--- src/rtl/sbc_pkg.sv ---
// ----------------------------------------------------------------------------
// sbc_pkg
// Shared types and constants for the segment/box clip block.
// ----------------------------------------------------------------------------
package sbc_pkg;

	// fraction bits of the entry fraction t (Q1.30), one divider stage per bit
	localparam int QBITS = 30;
	localparam int DIV_STAGES = QBITS;

	typedef enum logic [2:0] {
		REG_MIN_X = 3'd0,
		REG_MIN_Y = 3'd1,
		REG_MIN_Z = 3'd2,
		REG_MAX_X = 3'd3,
		REG_MAX_Y = 3'd4,
		REG_MAX_Z = 3'd5
	} reg_idx_t;

	// per-axis kind of entry fraction
	typedef enum logic [1:0] {
		CLS_NONE,
		CLS_ZERO,
		CLS_FULL,
		CLS_DIV
	} tcls_t;

	typedef struct packed {
		logic [2:0][31:0] mn;
		logic [2:0][31:0] mx;
	} box_t;

	// queue entry: classified segment
	typedef struct packed {
		logic [2:0][31:0] p;
		logic [2:0][31:0] q;
		logic             swap;
		logic             clip_en;
		logic             box_ok;
		tcls_t [2:0]      cls;
		logic [2:0][31:0] n;
		logic [2:0][31:0] d;
		logic [2:0][34:0] t;
		logic [2:0][32:0] off;
		logic [2:0][32:0] e;
		logic [2:0][32:0] ab;
	} q_ent_t;

	// payload carried alongside the dividers
	typedef struct packed {
		logic [2:0][31:0] p;
		logic [2:0][31:0] q;
		logic             swap;
		logic             clip_en;
		logic             box_ok;
		logic             hit;
		tcls_t [2:0]      cls;
	} pay_t;

	typedef struct packed {
		logic             hit;
		logic [2:0][31:0] o;
		logic [2:0][31:0] d;
	} res_t;

endpackage

--- src/rtl/sbc_front.sv ---
// ----------------------------------------------------------------------------
// sbc_front
// Classifies a segment: box-axis test, endpoint containment, entry terms.
// ----------------------------------------------------------------------------
module sbc_front (
	input  logic [2:0][31:0] o,
	input  logic [2:0][31:0] d,
	input  sbc_pkg::box_t    box,
	output sbc_pkg::q_ent_t  ent
);

	logic signed [32:0] off, e, p33, q33, mn33, mx33, nn, dd;
	logic signed [34:0] t;
	logic        [34:0] tabs;
	logic signed [35:0] lim;
	logic        [2:0]  oin_k, din_k, sep;
	logic               oin, din;

	always_comb begin
		ent = '0;
		for (int k = 0; k < 3; k++) begin
			off = $signed({d[k][31], d[k]}) - $signed({o[k][31], o[k]});
			e = $signed({box.mx[k][31], box.mx[k]}) - $signed({box.mn[k][31], box.mn[k]});
			t = ($signed({{3{d[k][31]}}, d[k]}) + $signed({{3{o[k][31]}}, o[k]}))
				- ($signed({{3{box.mx[k][31]}}, box.mx[k]})
				+ $signed({{3{box.mn[k][31]}}, box.mn[k]}));
			tabs = t[34] ? 35'(-t) : 35'(t);
			ent.ab[k] = off[32] ? 33'(-off) : 33'(off);
			lim = $signed({3'b000, ent.ab[k]}) + $signed({{3{e[32]}}, e});
			sep[k] = $signed({1'b0, tabs}) > lim;
			ent.off[k] = off;
			ent.e[k] = e;
			ent.t[k] = t;
			oin_k[k] = $signed(o[k]) >= $signed(box.mn[k]) && $signed(o[k]) <= $signed(box.mx[k]);
			din_k[k] = $signed(d[k]) >= $signed(box.mn[k]) && $signed(d[k]) <= $signed(box.mx[k]);
		end
		oin = &oin_k;
		din = &din_k;
		ent.box_ok = ~|sep;
		ent.swap = oin;
		ent.clip_en = oin ^ din;
		ent.p = oin ? d : o;
		ent.q = oin ? o : d;
		for (int k = 0; k < 3; k++) begin
			p33 = $signed({ent.p[k][31], ent.p[k]});
			q33 = $signed({ent.q[k][31], ent.q[k]});
			mn33 = $signed({box.mn[k][31], box.mn[k]});
			mx33 = $signed({box.mx[k][31], box.mx[k]});
			nn = '0;
			dd = '0;
			ent.cls[k] = sbc_pkg::CLS_NONE;
			if (p33 < mn33) begin
				nn = mn33 - p33;
				dd = q33 - p33;
			end else if (p33 > mx33) begin
				nn = p33 - mx33;
				dd = p33 - q33;
			end
			if (p33 < mn33 || p33 > mx33) begin
				priority if (dd <= 0) ent.cls[k] = sbc_pkg::CLS_ZERO;
				else if (nn >= dd) ent.cls[k] = sbc_pkg::CLS_FULL;
				else ent.cls[k] = sbc_pkg::CLS_DIV;
			end
			ent.n[k] = nn[31:0];
			ent.d[k] = dd[31:0];
		end
	end

endmodule

--- config.mk ---
export PLATFORM = sky130hd
export DESIGN_NAME = sbc_front
export DESIGN_NICKNAME = d
export VERILOG_FILES = /design/src/rtl/sbc_pkg.sv /design/src/rtl/sbc_front.sv
export SDC_FILE = /design/constraint.sdc
export NUM_CORES = 2
export LEC_CHECK = 0
export ABC_AREA = 0
export BUFFER_PORTS_ARGS = -buffer_cell sky130_fd_sc_hd__buf_2
export CORE_AREA = 2 2 465 467
export DETAILED_ROUTE_END_ITERATION = 10
export DIE_AREA = 0 0 467 469
export SLEW_MARGIN = 20
export SYNTH_ARGS = -nofsm -noshare
export SYNTH_HDL_FRONTEND = slang
export SYNTH_SLANG_ARGS = --single-unit
--- constraint.sdc ---
create_clock -name vclk -period 21.3
set_clock_uncertainty 0.05 [all_clocks]
set_input_delay 1.065 -clock vclk [all_inputs]
set_output_delay 1.065 -clock vclk [all_outputs]
set_load 0.05 [all_outputs]
# [After elaboration in Yosys (flattened, before gate mapping)]
# Cells that the tools add are included.
[totals] inputBits=384 ff_bits=0 word_cells=106 out_inout_bits=795
[op_classes] n_bitwise=1 reduce_logical=13 order_cmp=27 n_mux=29 addsub=36
[ops] operator="32-bit by 32-bit subtractor with 33-bit output" count=18
[ops] operator="33-bit 2-to-1 mux" count=15
[ops] operator="32-bit by 32-bit adder with 33-bit output" count=6
[ops] operator="32-bit >= comparator" count=6
[ops] operator="32-bit less-or-equal comparator" count=6
[ops] operator="96-bit 2-to-1 mux" count=2
[ops] operator="36-bit by 35-bit greater-than comparator with 1-bit output" count=3
[ops] operator="34-bit by 33-bit adder with 35-bit output" count=3
[ops] operator="35-bit 2-to-1 mux" count=3
[ops] operator="34-bit negator with 35-bit output" count=3
[ops] operator="33-bit by 33-bit subtractor with 34-bit output" count=3
[ops] operator="33-bit >= comparator" count=3
[ops] operator="33-bit by 1-bit less-or-equal comparator with 1-bit output (second input constant)" count=3
[ops] operator="33-bit negator" count=3
[ops] operator="32-bit greater-than comparator" count=3
[ops] operator="32-bit less-than comparator" count=3
[ops] operator="2-bit 2-to-1 mux" count=6
[ops] operator="1-bit logical AND" count=6
[ops] operator="3-bit AND reduction" count=2
[ops] operator="1-bit logical OR" count=3
[ops] operator="1-bit 2-to-1 mux" count=3
[ops] operator="3-bit OR reduction" count=1
[ops] operator="1-bit zero test" count=1
[ops] operator="1-bit XOR" count=1

# [Logic depth before layout (Yosys ltp)]
[depth] ltp_word=11 mapped_depth=63 ltp_nobuf=56

# [Least setup slack after synthesis]
# OpenSTA, ideal clock, no wires.
[synth_timing] path_kind="input port to output port" start="input box[45] (netlist name)" end="output ent[594] (netlist name)" path_buffers=13 t_required_ns=20.185 setup_slack_ns=6.747 path_stages=50 arrival_ns=13.438 path_cell_list="inv_1 ha_1 nand4_1 or4_1 a21oi_1 nand4b_1 a311o_2 mux2i_1 a2111oi_4 nand2_4 inv_4 buf_12 buf_12 buf_12 buf_8 buf_4 buf_4 buf_2 [14 not listed] nor4_1 nor2_1 clkbuf_1 clkbuf_1 clkbuf_1 o41ai_1 ha_1 o21ai_0 nand2b_1 maj3_1 a221o_1 a21oi_1 nor3_1 a211oi_1 nor4b_1 o221ai_1 a2bb2oi_1 o21a_1"
[synth_lines] item="from (decl)" line="sbc_front.sv:8" rtl="input sbc_pkg::box_t box,"
[synth_lines] item="to (decl)" line="sbc_front.sv:9" rtl="output sbc_pkg::q_ent_t ent"

==> results.md <==
- Dpl hpwl: 317000 um
- Sum Neg Setup Slack: 0 ps
- Synth unique cells: 108
- I/O Buffers: 1179
- Top-count cell post-synth: ha_1
- # fillers: 23470
- Critical Path Sink Type: primary output
- Synthesized-area fraction occupied by and/or/nand/nor cells: 20.9%
- Synth top area share: 25.2%
- Final setup violation count: 0
- Detail Route Antenna Nets: 0
- Final hold vios: 0
- Number of global-route vias before repair: 67609
- Initial antenna violation count: 94
- Final Cycle Share: 75.2%
- Worst Hold Launch: d[0]
- Synth Area in Adders: 31.8%
- Clock buf count: 0
- RSZ-0062 raised after global routing: false
- Initial drt markers: 8551
- Crit-path max FO: 123
- Hold path depth: 4
- GPL Wtd Cong: 1.09
- Finished Cell Area: 0.0726 mm^2
- Final #Nets: 11853
- Hold worst-path end: ent[603]
- Critical Path Max Stage Delay: 800 ps
- Routed vias/inst: 5.79
- Final Core Density: 34.0%
- Setup CP Type: in2out
- Core ar.: 0.214 mm^2
- Initial core utilization: 29.7%
- Placed insts: 12819
- Synth Area in Compound Gates: 29.1%
- Register area: 0 um^2
- Overall Global Routing Usage: 30.9%
- Status: complete, no violations
- Grt total ovfl: 0
- Biggest area consumer among synthesized cells: ha_1
- Synthesis warning total: 0
- WL/cell: 28.0 um
- Worst-path cell with the longest stage delay: a21boi_1
- Via count: 74468
- Die span in y: 469 um
- Final std cells w/o fill: 12859
- Worst Tran Pin Value: 1320 ps
- Final WL: 360000 um
- Post-CTS Setup Bufs: 0
- Sequential element share of the synthesized area: 0%
- Synth cell count leaders: ha_1, inv_1, a21oi_1
- Mux cell area share after synthesis: 1.72%
- Post-Syn Instances: 8970
- DRT Pass-1 Iters: 8
- Slew Limit Fails: 0
- Crit path time final: 16020 ps
- I/O Pins: 1179
- Post-Synth XOR/XNOR Area: 9.59%
- Worst setup SP type: input port
- Area grow syn2layout: 14.5%
- Placed cell area: 0.0725 mm^2
- Most frequent CP cell: o21ai_0
- FFs & Latches: 0
- Slew headroom: 11.7%
- Share of cells above drive strength 1: 14.1%
- Drc violations: 0
- Largest net degree at the start of global routing: 124
- Syn_nets: 10840
- Max Cap Violations: 0
- Die X: 467 um
- Post-Synthesis Mean Instance Area: 7.07 um^2
- Die area: 0.219 mm^2
- Largest family of logic cells by synthesized area: adder cells
- PostCTS Resize Cnt: 0
- Arr. time, crit path: 14900 ps
- Max Clk Rate: 0.0624 GHz
- CP required: 20190 ps
- Row count: 170
- Area contributors post-synth: ha_1, fa_1, a21oi_1
- Synthesized area: 0.0634 mm^2
- First-pass GRT wire length: 497000 um
- # hold bufs at CTS: 0
- Min-Delay Path Class: in2out
final cells by class:
cell class                 instances  area [um^2]  area share (%)
antenna                           40          100           0.138
inverter                         849         3200            4.41
multi-input combinational       7870        59300            81.6
tap                             2838         3550            4.89
timing repair buffer            1262         6530            8.99
worst max-delay path: cells and delay by family:
family	cells	cell delay, ps
compound gates	28	7920
simple gates	12	2540
buf+inv	7	1970
fa+ha+maj	3	1060
metal layers:
metal	vias up	track usage, %	part of all wire [%]
li1	34524	-	-
met1	35052	39.8	41
met2	4172	46.9	42
met3	670	7.65	10
met4	50	17.5	6.6
met5	-	0	0.086
cells in the final DEF, fill, tap and decap left out, drive strengths merged, types with 66 or more instances in the layout:
cell / n
mux2i: 98
a21oi: 798
nand2: 794
o21ai: 617
nor2: 614
fa: 210
o21bai: 123
o22ai: 139
a21o: 355
nor3: 200
and3: 66
inv: 846
ha: 1276
buf: 1262
nand4: 173
nor2b: 170
a211oi: 73
xnor2: 451
xor2: 243
and2: 70
nand3: 176
nand2b: 184
o21a: 87
or3: 69
logic make-up after synthesis:
kind of cell,count (synthesis)
and+or+nand+nor,2719
AOI/OAI and AO/OA,2862
adders and majority gates,1487
muxes,108
buffers and inverters,1100
xor gates and xnor gates,694
through the flow:
step	setup slack (ps)	hold slack, ps
global placement	5500	2570
CTS	5550	2560
finish	5280	2550
global route	4410	2620
detailed placement	5640	2560
floorplan	6750	2400
how the worst max path moves through the flow:
stage               slack, ps  endpoint  cells past startpoint  startpoint
floorplan                6750  ent[594]                     50     box[45]
global placement         5500  ent[598]                     50     box[46]
detailed placement       5640  ent[598]                     50     box[77]
CTS                      5550  ent[598]                     52     box[77]
global route             4410  ent[600]                     54       d[32]
finish                   5280  ent[598]                     50     box[77]
